`src/design/hidrf_pkg.sv`:
```
package hidrf_pkg;

    localparam int REPORT_BYTES_DEF = 64;
    localparam int QUEUE_DEPTH      = 4;

    // header lengths: channel, tag, sequence; first report adds the length word
    localparam int HDR_BYTES       = 5;
    localparam int HDR_BYTES_FIRST = 7;

    localparam int CFG_IDX_W  = 2;
    localparam int CFG_DATA_W = 16;

    localparam logic [CFG_IDX_W-1:0] REG_CHANNEL_ID  = 2'd0;
    localparam logic [CFG_IDX_W-1:0] REG_COMMAND_TAG = 2'd1;

    // header byte positions
    localparam logic [2:0] HB_CHAN_HI = 3'd0;
    localparam logic [2:0] HB_CHAN_LO = 3'd1;
    localparam logic [2:0] HB_TAG     = 3'd2;
    localparam logic [2:0] HB_SEQ_HI  = 3'd3;
    localparam logic [2:0] HB_SEQ_LO  = 3'd4;
    localparam logic [2:0] HB_LEN_HI  = 3'd5;
    localparam logic [2:0] HB_LEN_LO  = 3'd6;

    typedef struct packed {
        logic [7:0]  data_byte;
        logic [15:0] command_length;
    } hidrf_in_t;

    typedef struct packed {
        logic [7:0] report_byte;
        logic       report_end;
        logic       run_last;
    } hidrf_out_t;

    // one classified command byte, handed from front to back
    typedef struct packed {
        logic [7:0]  data;
        logic [15:0] length;
        logic [15:0] seq;
        logic        first;
        logic        hdr;
        logic        last;
    } hidrf_desc_t;

    typedef enum logic [1:0] {
        PH_HDR,
        PH_DATA,
        PH_PAD
    } hidrf_phase_t;

endpackage

```
`src/design/hidrf_front.sv`:
```
module hidrf_front
    import hidrf_pkg::*;
#(
    parameter int REPORT_BYTES = REPORT_BYTES_DEF
) (
    input  logic        aclk,
    input  logic        aresetn,
    input  logic        in_fire,
    input  hidrf_in_t   in_data,
    output hidrf_desc_t desc
);

    localparam int PosW = $clog2(REPORT_BYTES);

    logic [PosW-1:0] pos_reg, pos_next;
    logic [15:0]     seq_reg, seq_next;
    logic [15:0]     rem_reg, rem_next;

    logic            first;
    logic [15:0]     len_eff;
    logic [15:0]     rem_cur;
    logic [PosW-1:0] pos_cur;
    logic [15:0]     seq_cur;
    logic            hdr;
    logic            last;
    logic [PosW-1:0] hdr_len;
    logic [PosW-1:0] pos_data;
    logic [PosW-1:0] pos_after;

    always_comb begin
        first     = (rem_reg == 16'd0);
        len_eff   = (in_data.command_length == 16'd0) ? 16'd1 : in_data.command_length;
        rem_cur   = first ? len_eff : rem_reg;
        pos_cur   = first ? '0 : pos_reg;
        seq_cur   = first ? 16'd0 : seq_reg;
        hdr       = (pos_cur == '0);
        rem_next  = rem_cur - 16'd1;
        last      = (rem_next == 16'd0);
        hdr_len   = first ? PosW'(HDR_BYTES_FIRST) : PosW'(HDR_BYTES);
        pos_data  = pos_cur + (hdr ? hdr_len : '0);
        pos_after = (pos_data == PosW'(REPORT_BYTES - 1)) ? '0 : pos_data + 1'b1;
        // the last byte is padded out to the report boundary
        pos_next  = last ? '0 : pos_after;
        seq_next  = hdr ? seq_cur + 16'd1 : seq_cur;

        desc.data   = in_data.data_byte;
        desc.length = rem_cur;
        desc.seq    = seq_cur;
        desc.first  = first;
        desc.hdr    = hdr;
        desc.last   = last;
    end

    always_ff @(posedge aclk) begin
        if (!aresetn) begin
            pos_reg <= '0;
            seq_reg <= '0;
            rem_reg <= '0;
        end else if (in_fire) begin
            pos_reg <= pos_next;
            seq_reg <= seq_next;
            rem_reg <= rem_next;
        end
    end

endmodule

```
`src/design/hidrf_fifo.sv`:
```
module hidrf_fifo
    import hidrf_pkg::*;
(
    input  logic        aclk,
    input  logic        aresetn,
    input  logic        push_valid,
    output logic        push_ready,
    input  hidrf_desc_t push_data,
    output logic        pop_valid,
    input  logic        pop_ready,
    output hidrf_desc_t pop_data
);

    localparam int PtrW = $clog2(QUEUE_DEPTH);

    hidrf_desc_t     mem [QUEUE_DEPTH];
    logic [PtrW-1:0] wr_ptr_reg, rd_ptr_reg;
    logic [PtrW:0]   count_reg, count_next;
    logic            do_push, do_pop;

    assign push_ready = (count_reg != (PtrW+1)'(QUEUE_DEPTH));
    assign pop_valid  = (count_reg != '0);
    assign pop_data   = mem[rd_ptr_reg];
    assign do_push    = push_valid && push_ready;
    assign do_pop     = pop_valid && pop_ready;

    always_comb begin
        count_next = count_reg;
        if (do_push && !do_pop) begin
            count_next = count_reg + 1'b1;
        end else if (do_pop && !do_push) begin
            count_next = count_reg - 1'b1;
        end
    end

    always_ff @(posedge aclk) begin
        if (do_push) begin
            mem[wr_ptr_reg] <= push_data;
        end
    end

    always_ff @(posedge aclk) begin
        if (!aresetn) begin
            wr_ptr_reg <= '0;
            rd_ptr_reg <= '0;
            count_reg  <= '0;
        end else begin
            if (do_push) begin
                wr_ptr_reg <= wr_ptr_reg + 1'b1;
            end
            if (do_pop) begin
                rd_ptr_reg <= rd_ptr_reg + 1'b1;
            end
            count_reg <= count_next;
        end
    end

endmodule

```
`src/design/hidrf_back.sv`:
```
module hidrf_back
    import hidrf_pkg::*;
#(
    parameter int REPORT_BYTES = REPORT_BYTES_DEF
) (
    input  logic                  aclk,
    input  logic                  aresetn,
    input  logic                  cfg_wr_en,
    input  logic [CFG_IDX_W-1:0]  cfg_index,
    input  logic [CFG_DATA_W-1:0] cfg_wdata,
    input  logic                  q_valid,
    output logic                  q_ready,
    input  hidrf_desc_t           q_data,
    output logic                  m_valid,
    input  logic                  m_ready,
    output hidrf_out_t            m_data
);

    localparam int PosW = $clog2(REPORT_BYTES);

    logic [15:0]     chan_reg;
    logic [7:0]      tag_reg;

    hidrf_desc_t     cur_reg;
    logic            cur_vld_reg, cur_vld_next;
    hidrf_phase_t    phase_reg, phase_next;
    logic [2:0]      hidx_reg, hidx_next;
    logic [PosW-1:0] pos_reg, pos_next;
    logic            m_valid_reg, m_valid_next;
    hidrf_out_t      m_data_reg;

    logic            out_free;
    logic            pos_end;
    logic [2:0]      hdr_last;
    logic [7:0]      byte_sel;
    logic            done;
    logic            fire;
    logic            pop;

    assign out_free = !m_valid_reg || m_ready;
    assign pos_end  = (pos_reg == PosW'(REPORT_BYTES - 1));
    assign hdr_last = cur_reg.first ? HB_LEN_LO : HB_SEQ_LO;
    assign fire     = cur_vld_reg && out_free;
    // next item loads in the cycle the current one sends its final beat
    assign pop      = q_valid && (!cur_vld_reg || (fire && done));
    assign q_ready  = pop;
    assign m_valid  = m_valid_reg;
    assign m_data   = m_data_reg;

    // outputs of the current phase
    always_comb begin
        byte_sel = 8'h00;
        done     = 1'b0;
        case (phase_reg)
            PH_HDR: begin
                case (hidx_reg)
                    HB_CHAN_HI: byte_sel = chan_reg[15:8];
                    HB_CHAN_LO: byte_sel = chan_reg[7:0];
                    HB_TAG:     byte_sel = tag_reg;
                    HB_SEQ_HI:  byte_sel = cur_reg.seq[15:8];
                    HB_SEQ_LO:  byte_sel = cur_reg.seq[7:0];
                    HB_LEN_HI:  byte_sel = cur_reg.length[15:8];
                    HB_LEN_LO:  byte_sel = cur_reg.length[7:0];
                    default:    byte_sel = 8'h00;
                endcase
                done = 1'b0;
            end
            PH_DATA: begin
                byte_sel = cur_reg.data;
                done     = !(cur_reg.last && !pos_end);
            end
            PH_PAD: begin
                byte_sel = 8'h00;
                done     = pos_end;
            end
            default: begin
                byte_sel = 8'h00;
                done     = 1'b0;
            end
        endcase
    end

    // next phase
    always_comb begin
        phase_next = phase_reg;
        hidx_next  = hidx_reg;
        if (pop) begin
            phase_next = q_data.hdr ? PH_HDR : PH_DATA;
            hidx_next  = HB_CHAN_HI;
        end else if (fire) begin
            case (phase_reg)
                PH_HDR: begin
                    if (hidx_reg == hdr_last) begin
                        phase_next = PH_DATA;
                    end else begin
                        hidx_next = hidx_reg + 3'd1;
                    end
                end
                PH_DATA: begin
                    if (!done) begin
                        phase_next = PH_PAD;
                    end
                end
                PH_PAD:  phase_next = PH_PAD;
                default: phase_next = PH_DATA;
            endcase
        end
    end

    always_comb begin
        cur_vld_next = cur_vld_reg;
        if (pop) begin
            cur_vld_next = 1'b1;
        end else if (fire && done) begin
            cur_vld_next = 1'b0;
        end
        pos_next = pos_reg;
        if (fire) begin
            pos_next = pos_end ? '0 : pos_reg + 1'b1;
        end
        m_valid_next = m_valid_reg;
        if (fire) begin
            m_valid_next = 1'b1;
        end else if (m_ready) begin
            m_valid_next = 1'b0;
        end
    end

    always_ff @(posedge aclk) begin
        if (pop) begin
            cur_reg <= q_data;
        end
        if (fire) begin
            m_data_reg.report_byte <= byte_sel;
            m_data_reg.report_end  <= pos_end;
            m_data_reg.run_last    <= done;
        end
    end

    always_ff @(posedge aclk) begin
        if (!aresetn) begin
            chan_reg    <= 16'd257;
            tag_reg     <= 8'd5;
            cur_vld_reg <= 1'b0;
            phase_reg   <= PH_DATA;
            hidx_reg    <= HB_CHAN_HI;
            pos_reg     <= '0;
            m_valid_reg <= 1'b0;
        end else begin
            if (cfg_wr_en) begin
                case (cfg_index)
                    REG_CHANNEL_ID:  chan_reg <= cfg_wdata;
                    REG_COMMAND_TAG: tag_reg  <= cfg_wdata[7:0];
                    default:         ;
                endcase
            end
            cur_vld_reg <= cur_vld_next;
            phase_reg   <= phase_next;
            hidx_reg    <= hidx_next;
            pos_reg     <= pos_next;
            m_valid_reg <= m_valid_next;
        end
    end

endmodule

```
`src/design/hid_apdu_report_framer.sv`:
```
// channel  | dir | handshake         | beat
// s_       | in  | s_valid / s_ready | one command byte plus command length
// m_       | out | m_valid / m_ready | one report byte with end and last marks
// cfg_     | in  | cfg_wr_en         | channel word (0) or tag byte (1)
//
// a command byte leaves the back sequencer as one data beat, after a 5-byte header when
// it opens a report (7 bytes on the first report), with up to REPORT_BYTES-6 pad bytes
// after the final byte; the back emits one report byte per cycle while m_ready holds
// an accepted s_ byte passes the queue, the back's current-item register and the output register
// the front accepts one byte per cycle while the 4-deep queue has room
// synchronous active-low reset clears framing state and restores register defaults
module hid_apdu_report_framer
    import hidrf_pkg::*;
#(
    parameter int REPORT_BYTES = REPORT_BYTES_DEF
) (
    input  logic                  aclk,
    input  logic                  aresetn,
    input  logic                  s_valid,
    output logic                  s_ready,
    input  hidrf_in_t             s_data,
    output logic                  m_valid,
    input  logic                  m_ready,
    output hidrf_out_t            m_data,
    input  logic                  cfg_wr_en,
    input  logic [CFG_IDX_W-1:0]  cfg_index,
    input  logic [CFG_DATA_W-1:0] cfg_wdata
);

    hidrf_desc_t front_desc;
    hidrf_desc_t q_data;
    logic        q_valid;
    logic        q_ready;
    logic        in_fire;

    assign in_fire = s_valid && s_ready;

    hidrf_front #(
        .REPORT_BYTES(REPORT_BYTES)
    ) u_front (
        .aclk    (aclk),
        .aresetn (aresetn),
        .in_fire (in_fire),
        .in_data (s_data),
        .desc    (front_desc)
    );

    hidrf_fifo u_fifo (
        .aclk       (aclk),
        .aresetn    (aresetn),
        .push_valid (s_valid),
        .push_ready (s_ready),
        .push_data  (front_desc),
        .pop_valid  (q_valid),
        .pop_ready  (q_ready),
        .pop_data   (q_data)
    );

    hidrf_back #(
        .REPORT_BYTES(REPORT_BYTES)
    ) u_back (
        .aclk      (aclk),
        .aresetn   (aresetn),
        .cfg_wr_en (cfg_wr_en),
        .cfg_index (cfg_index),
        .cfg_wdata (cfg_wdata),
        .q_valid   (q_valid),
        .q_ready   (q_ready),
        .q_data    (q_data),
        .m_valid   (m_valid),
        .m_ready   (m_ready),
        .m_data    (m_data)
    );

endmodule

```
`config.mk`:
```
export PLATFORM = sky130hd
export DESIGN_NAME = hid_apdu_report_framer
export DESIGN_NICKNAME = d
export VERILOG_FILES = /design/src/design/hidrf_pkg.sv /design/src/design/hidrf_front.sv /design/src/design/hidrf_fifo.sv /design/src/design/hidrf_back.sv /design/src/design/hid_apdu_report_framer.sv
export SDC_FILE = /design/constraint.sdc
export NUM_CORES = 1
export LEC_CHECK = 0
export BUFFER_PORTS_ARGS = -buffer_cell sky130_fd_sc_hd__buf_2
export CAP_MARGIN = 10
export CORE_MARGIN = 5
export CORE_UTILIZATION = 55
export CTS_CLUSTER_DIAMETER = 30
export DETAILED_ROUTE_END_ITERATION = 10
export PLACE_DENSITY_LB_ADDON = 0.15
export SLEW_MARGIN = 20
export SYNTH_ARGS = -nofsm -noshare
export SYNTH_HDL_FRONTEND = slang
export SYNTH_SLANG_ARGS = --single-unit
export TNS_END_PERCENT = 30
```
`constraint.sdc`:
```
create_clock -name aclk -period 8.8 [get_ports aclk]
set_clock_uncertainty 0.2 [all_clocks]
set_input_delay 1.76 -clock aclk [delete_from_list [all_inputs] [get_ports aclk]]
set_output_delay 1.76 -clock aclk [all_outputs]
set_load 0.005 [all_outputs]
```
Word level (Yosys, flattened, before mapping)
Memory sizes are Yosys's and may differ from the RTL's. A register that Yosys moved wholly into a read port is not among the register bits. Index checks and enable logic that the tools add are counted.

$add $sub $neg: 10. Equality and inequality tests: 15. Multiplexer cells: 30. Bitwise logic cells: 2. Reduce and logical (&&, ||, !) cells: 33.

Operator list (count): two-way mux 16 bit (4); case mux 8 bit (7 select lines) (1); zero test 16 bit (3); two-way mux 6 bit (5); adder 16 x 1 -> 16 bit (second input constant) (1); two-way mux 2 bit (8); case mux 8 bit (2 select lines) (1); subtractor 16 x 1 -> 16 bit (second input constant) (1); adder 6 x 1 -> 6 bit (second input constant) (2); == test 6 bit (second input constant) (2); == test 3 bit (second input constant) (3); logical AND 1 bit (8); nonzero test 2 bit (4); two-way mux 1 bit (7); adder 3 x 1 -> 3 bit (second input constant) (2); adder 6 bit (1); == test 3 x 2 -> 1 bit (second input constant) (2); zero test 1 bit (6); zero test 6 bit (1); two-way mux 3 bit (2); inequality test 3 bit (second input constant) (2); case mux 2 bit (3 select lines) (1); AND reduction 3 bit (2); adder 2 x 1 -> 2 bit (second input constant) (2); 14 further kinds (19).

Register bits after elaboration: 134. Bits in writable memories: 172. Bits of input ports: 47. Output and inout bits: 12. Logic and storage cells: 112. Memories kept: 1.

Memory list: u_fifo.mem (depth 4, width 43, read ports 1, clocked after Yosys merged registers in 1, wr ports 1, RTL line hidrf_fifo.sv:16) `hidrf_desc_t mem [QUEUE_DEPTH];`.

Depth between registers and ports, before layout
Depth after elaboration: 12. Mapped depth: 17. Mapped depth without buffers: 14.

Cells and area by module
From an unflattened synthesis, not the netlist that was laid out.

Cell total of the unflattened synthesis: 966. Area, all modules: 13370.3 µm².

Modules (own cells, without submodules): hidrf_fifo (times used 1, cells each 273, area each 6755.2 µm², seq. area each 5345.1 µm²); hidrf_back (times used 1, cells each 295, area each 3654.8 µm², seq. area each 2302.2 µm²); hidrf_front (times used 1, cells each 397, area each 2954.1 µm², seq. area each 760.7 µm²); hid_apdu_report_framer (times used 1, cells each 1, area each 6.3 µm², seq. area each 0.0 µm²).

Worst setup path after synthesis
Ideal clock, no wire load.

Path type: input port to flip-flop. Start point: input port s_data[13] in the netlist's numbering. End point: register u_front.pos_reg[2]. Library setup time: 0.132 ns. Arrival time: 4.179 ns. Required time: 8.468 ns. Path slack: 4.289 ns. Cell stages on the path: 12. Buffers on the path: 0. Cell sequence: nor3_1 -> nand4_1 -> nor3_1 -> o31a_1 -> inv_1 -> ha_1 -> nor4b_1 -> o21ai_1 -> a2111oi_0 -> xnor2_1 -> nor4_4 -> o31ai_1.

RTL lines: start, declared (RTL line hid_apdu_report_framer.sv:21) `input hidrf_in_t s_data,`; end signal, assigned (RTL line hidrf_front.sv:60) `pos_reg <= pos_next;`; end, declared (RTL line hidrf_front.sv:15) `logic [PosW-1:0] pos_reg, pos_next;`.

==> flow_metrics.env <==
export IMPL_cts_hold_buffers=0
export IMPL_layout_min_cycle_time_ps=5210
export IMPL_grt_start_max_net_pins=70
export IMPL_grt_met1_usage_pct=30.05
export IMPL_globalRoute_totalOverflow=0
export IMPL_worstReg2RegEnd="u_front.pos_reg[4]"
export IMPL_worst_hold_class="flip-flop to flip-flop"
export IMPL_yosys_area_share_simple_pct=10.89
export IMPL_use_met2_pct=33.45
export IMPL_hold_path_startpoint="u_back.chan_reg[2]"
export IMPL_worst_r2r_path_depth=12
export IMPL_worstHoldEndpoint="u_back.chan_reg[2]"
export IMPL_synth_warning_count=0
export IMPL_drt_vias_per_instance=5.757
export IMPL_synthMostInstantiatedCell="sky130_fd_sc_hd__edfxtp_1"
export IMPL_power_per_unit_of_standard_cell_area_mw_per_mm2=376.5
export IMPL_total_power_mw=5.815
export IMPL_drt_wirelength_per_cell_um=20.54
export IMPL_cp_arrival_ps=5430
export IMPL_post_synth_most_frequent_cells="224 x sky130_fd_sc_hd__edfxtp_1, 97 x sky130_fd_sc_hd__nand2_1, 84 x sky130_fd_sc_hd__dfxtp_1, 43 x sky130_fd_sc_hd__mux4_2, 41 x sky130_fd_sc_hd__and2_1"
export IMPL_setup_violations=0
export IMPL_setup_tns_ps=0
export IMPL_place_port_buffers=58
export IMPL_max_clock_path_buffers=3
export IMPL_drt_wl_total_um=28180
export IMPL_power_switching_mw=1.852
export IMPL_wire_length_of_the_first_global_routing_pass_um=44020
export IMPL_criticalPathCategory="flip-flop to flip-flop"
export IMPL_post_cts_resized_instances=0
export IMPL_diodes=0
export IMPL_yosys_register_bits=308
export IMPL_num_vias=7899
export IMPL_path_clk_slew_ps=50
export IMPL_rr_startpoint="u_front.rem_reg[8]"
export IMPL_dp_wirelength_um=17530
export IMPL_place_inst=1270
export IMPL_mappedNetlistNets=994
export IMPL_power_ir_vdd_worst_uv=332.3
export IMPL_tritoncts="done"
export IMPL_rrSetupSlack_ps=3590
export IMPL_final_critical_path_setup_slack_ps=3590
export IMPL_combinational_share_of_power_pct=27.2
export IMPL_setup_fix_buffers_added_after_clock_tree_synthesis=0
export IMPL_die_height_um=163.8
export IMPL_yosys_top_cells_area="sky130_fd_sc_hd__edfxtp_1 52%, sky130_fd_sc_hd__dfxtp_1 13%, sky130_fd_sc_hd__mux4_2 7.4%"
export IMPL_die_width_um=163.8
export IMPL_synth_adder_area_share_pct=2.077
export IMPL_synth_area_leader_cell="sky130_fd_sc_hd__edfxtp_1"
export IMPL_ios=59
export IMPL_yosys_area_top_type_share_pct=51.70
export IMPL_worstPathMaxFanout=25
export IMPL_synthXorXnorAreaFrac_pct=2.558
export IMPL_setup_worst_path_end_class="flip-flop"
export IMPL_worst_slew_pin_transition_ps=1001
export IMPL_cts_root_buf="sky130_fd_sc_hd__clkbuf_16"
export IMPL_drv_slew=0
export IMPL_required_ps=9020
export IMPL_internal_power_mw=3.964
export IMPL_power_sequential_fraction_pct=37.5
export IMPL_fin_area_mm2=0.01545
export IMPL_unrepaired_setup_endpoints_after_global_routing="false"
export IMPL_async_flop_share_pct=0
export IMPL_avgSynthCellArea_um2=14.05
export IMPL_worst_skew_late_latency_ps=550
export IMPL_placeableCoreArea_mm2=0.02340
export IMPL_area_growth_pct=18.73
export IMPL_synth_area_mm2=0.01301
export IMPL_largest_reg_flops=172
export IMPL_filler_cell_count_in_the_final_layout=1735
export IMPL_drt_antenna_violating_nets=0
export IMPL_place_congestion=0.9133
export IMPL_tritoncts_num_sinks=308
export IMPL_remaining_drc_errors=0
export IMPL_place_area_mm2=0.01361
export IMPL_synthMuxAreaShare_pct=9.059
export IMPL_ys_flop_type="sky130_fd_sc_hd__edfxtp_1"
export IMPL_post_place_setup_slack_ps=3500
export IMPL_drv_max_cap_violation_count=0
export IMPL_grt_use_total_pct=21.42
export IMPL_compound_gate_fraction_of_synth_area_pct=8.444
export IMPL_site_row_count=56
export IMPL_power_switching_fraction_pct=31.84
export IMPL_ys_seq_area_share_pct=64.63
export IMPL_yosys_cell_types_count=70
export IMPL_hold_violations=0
export IMPL_post_synth_inst_count=926
export IMPL_grt_use_met3_pct=4.316
export IMPL_tritoncts_num_buffers=54
export IMPL_floorplan_initialDensity_pct=55.59
export IMPL_first_global_vias=7724
export IMPL_dr_pass1_iters=7
export IMPL_clockPowerShare_pct=35.3
export IMPL_timing_hold_worst_path_depth=2
export IMPL_largest_family_of_logic_cells_by_synthesized_area="simple AND/OR/NAND/NOR gates"
export IMPL_outcome="finished clean"
export IMPL_min_period_over_period_pct=59.21
export IMPL_finalNetCount=1075
export IMPL_maxSlewHeadroom_pct=33.00
export IMPL_antenna_found_initial=0
export IMPL_final_layout_size_suffix_gt1_share_pct=21.46
export IMPL_worst_setup_path_start_kind="flip-flop"
export IMPL_dieArea_mm2=0.02683
export IMPL_cellLeakagePower_nw=5.690
export IMPL_htree_levels=2
export IMPL_count_of_non_filler_cells_in_the_finished_layout=1372
export IMPL_grt_busiest_layer="met2"
export IMPL_first_iter_violations=748
export IMPL_max_freq_mhz=191.9
export IMPL_synth_enable_flop_cells=224
cell families (layout without fill, tap and decap cells):
group / Yosys count / count (layout)
and+or+nand+nor: 270 / 270
DFF: 308 / 308
muxes: 64 / 64
AOI/OAI and AO/OA: 152 / 152
xor gates and xnor gates: 38 / 38
adders and majority gates: 21 / 21
buffers and inverters: 73 / 200
cell usage in the layout, fill, tap and decap left out, drive strengths merged, types with 6 or more instances in the layout:
master / n
bufinv: 6
clkinvlp: 7
nor2b: 15
clkbuf: 65
xnor2: 24
xor2: 14
clkinv: 17
and2: 41
nand4: 7
a21boi: 26
o21ai: 31
mux2i: 21
ha: 20
inv: 33
nand3: 25
a21o: 6
or3: 8
nor4: 6
buf: 72
a31oi: 6
edfxtp: 224
o31ai: 6
and3: 12
a222oi: 16
nor2: 25
dfxtp: 84
o211ai: 7
nand2: 98
a21oi: 23
mux4: 43
nor3: 13
power groups by stage:
stage          Combinational [mW]  Clock [mW]  Sequential [mW]
2_1_floorplan                1.17           0             2.14
3_3_place_gp                 1.55           0             2.20
3_5_place_dp                 1.56           0             2.20
4_1_cts                      1.58        2.09             2.18
5_1_grt                      1.74        2.16             2.21
6_report                     1.58        2.05             2.18
metal layers:
layer  up-vias  part of all wire [%]
li1       3698                     -
met1      3835                    43
met2       310                    47
met3        56                   6.9
met4         0                   3.3
met5         -                     0
cell type report:
| type | count | area, um^2 | share of cell area, % |
|---|---|---|---|
| well taps | 319 | 399.1 | 2.584 |
| multi-input cells | 545 | 4307 | 27.88 |
| flip-flops and latches | 308 | 8411 | 54.45 |
| inverters | 26 | 97.59 | 0.6318 |
| clock inverters | 37 | 404.1 | 2.616 |
| clock buffers | 65 | 1434 | 9.282 |
| repair buffers | 72 | 395.4 | 2.560 |
critical path, cell delays in order, from the launching register on:
cell                        delay, ps
sky130_fd_sc_hd__dfxtp_1          330
sky130_fd_sc_hd__nor3_1           470
sky130_fd_sc_hd__and4_1           630
sky130_fd_sc_hd__nand2_2          430
sky130_fd_sc_hd__o31a_1           500
sky130_fd_sc_hd__inv_1             90
sky130_fd_sc_hd__ha_1             250
sky130_fd_sc_hd__nor4b_1          420
sky130_fd_sc_hd__o21ai_1          260
sky130_fd_sc_hd__a2111oi_0        620
sky130_fd_sc_hd__xnor2_1          270
sky130_fd_sc_hd__nor4_4           480
sky130_fd_sc_hd__o31ai_1          140
how the worst max path moves through the flow:
stage                    endpoint  cells after the start                from  slack [ps]
2_1_floorplan  u_front.pos_reg[2]                     12          s_data[13]        4290
3_3_place_gp   u_front.pos_reg[2]                     13           s_data[6]        3610
3_5_place_dp   u_front.pos_reg[2]                     13           s_data[6]        3500
4_1_cts        u_front.pos_reg[2]                     12  u_front.rem_reg[8]        3740
5_1_grt        u_front.pos_reg[3]                     12  u_front.rem_reg[8]        3140
6_report       u_front.pos_reg[4]                     12  u_front.rem_reg[8]        3590
metrics by stage:
stage / hold WS, ps / utilization [%]
after floorplan: 239.4 / -
after global placement: 252.8 / 58.15
after detailed placement: 259.2 / 58.15
after CTS: 265.6 / 66.01
after global routing: 281.3 / 66.01
final: 265.5 / 66.01
No activity file was read; power rests on OpenSTA's default activity.
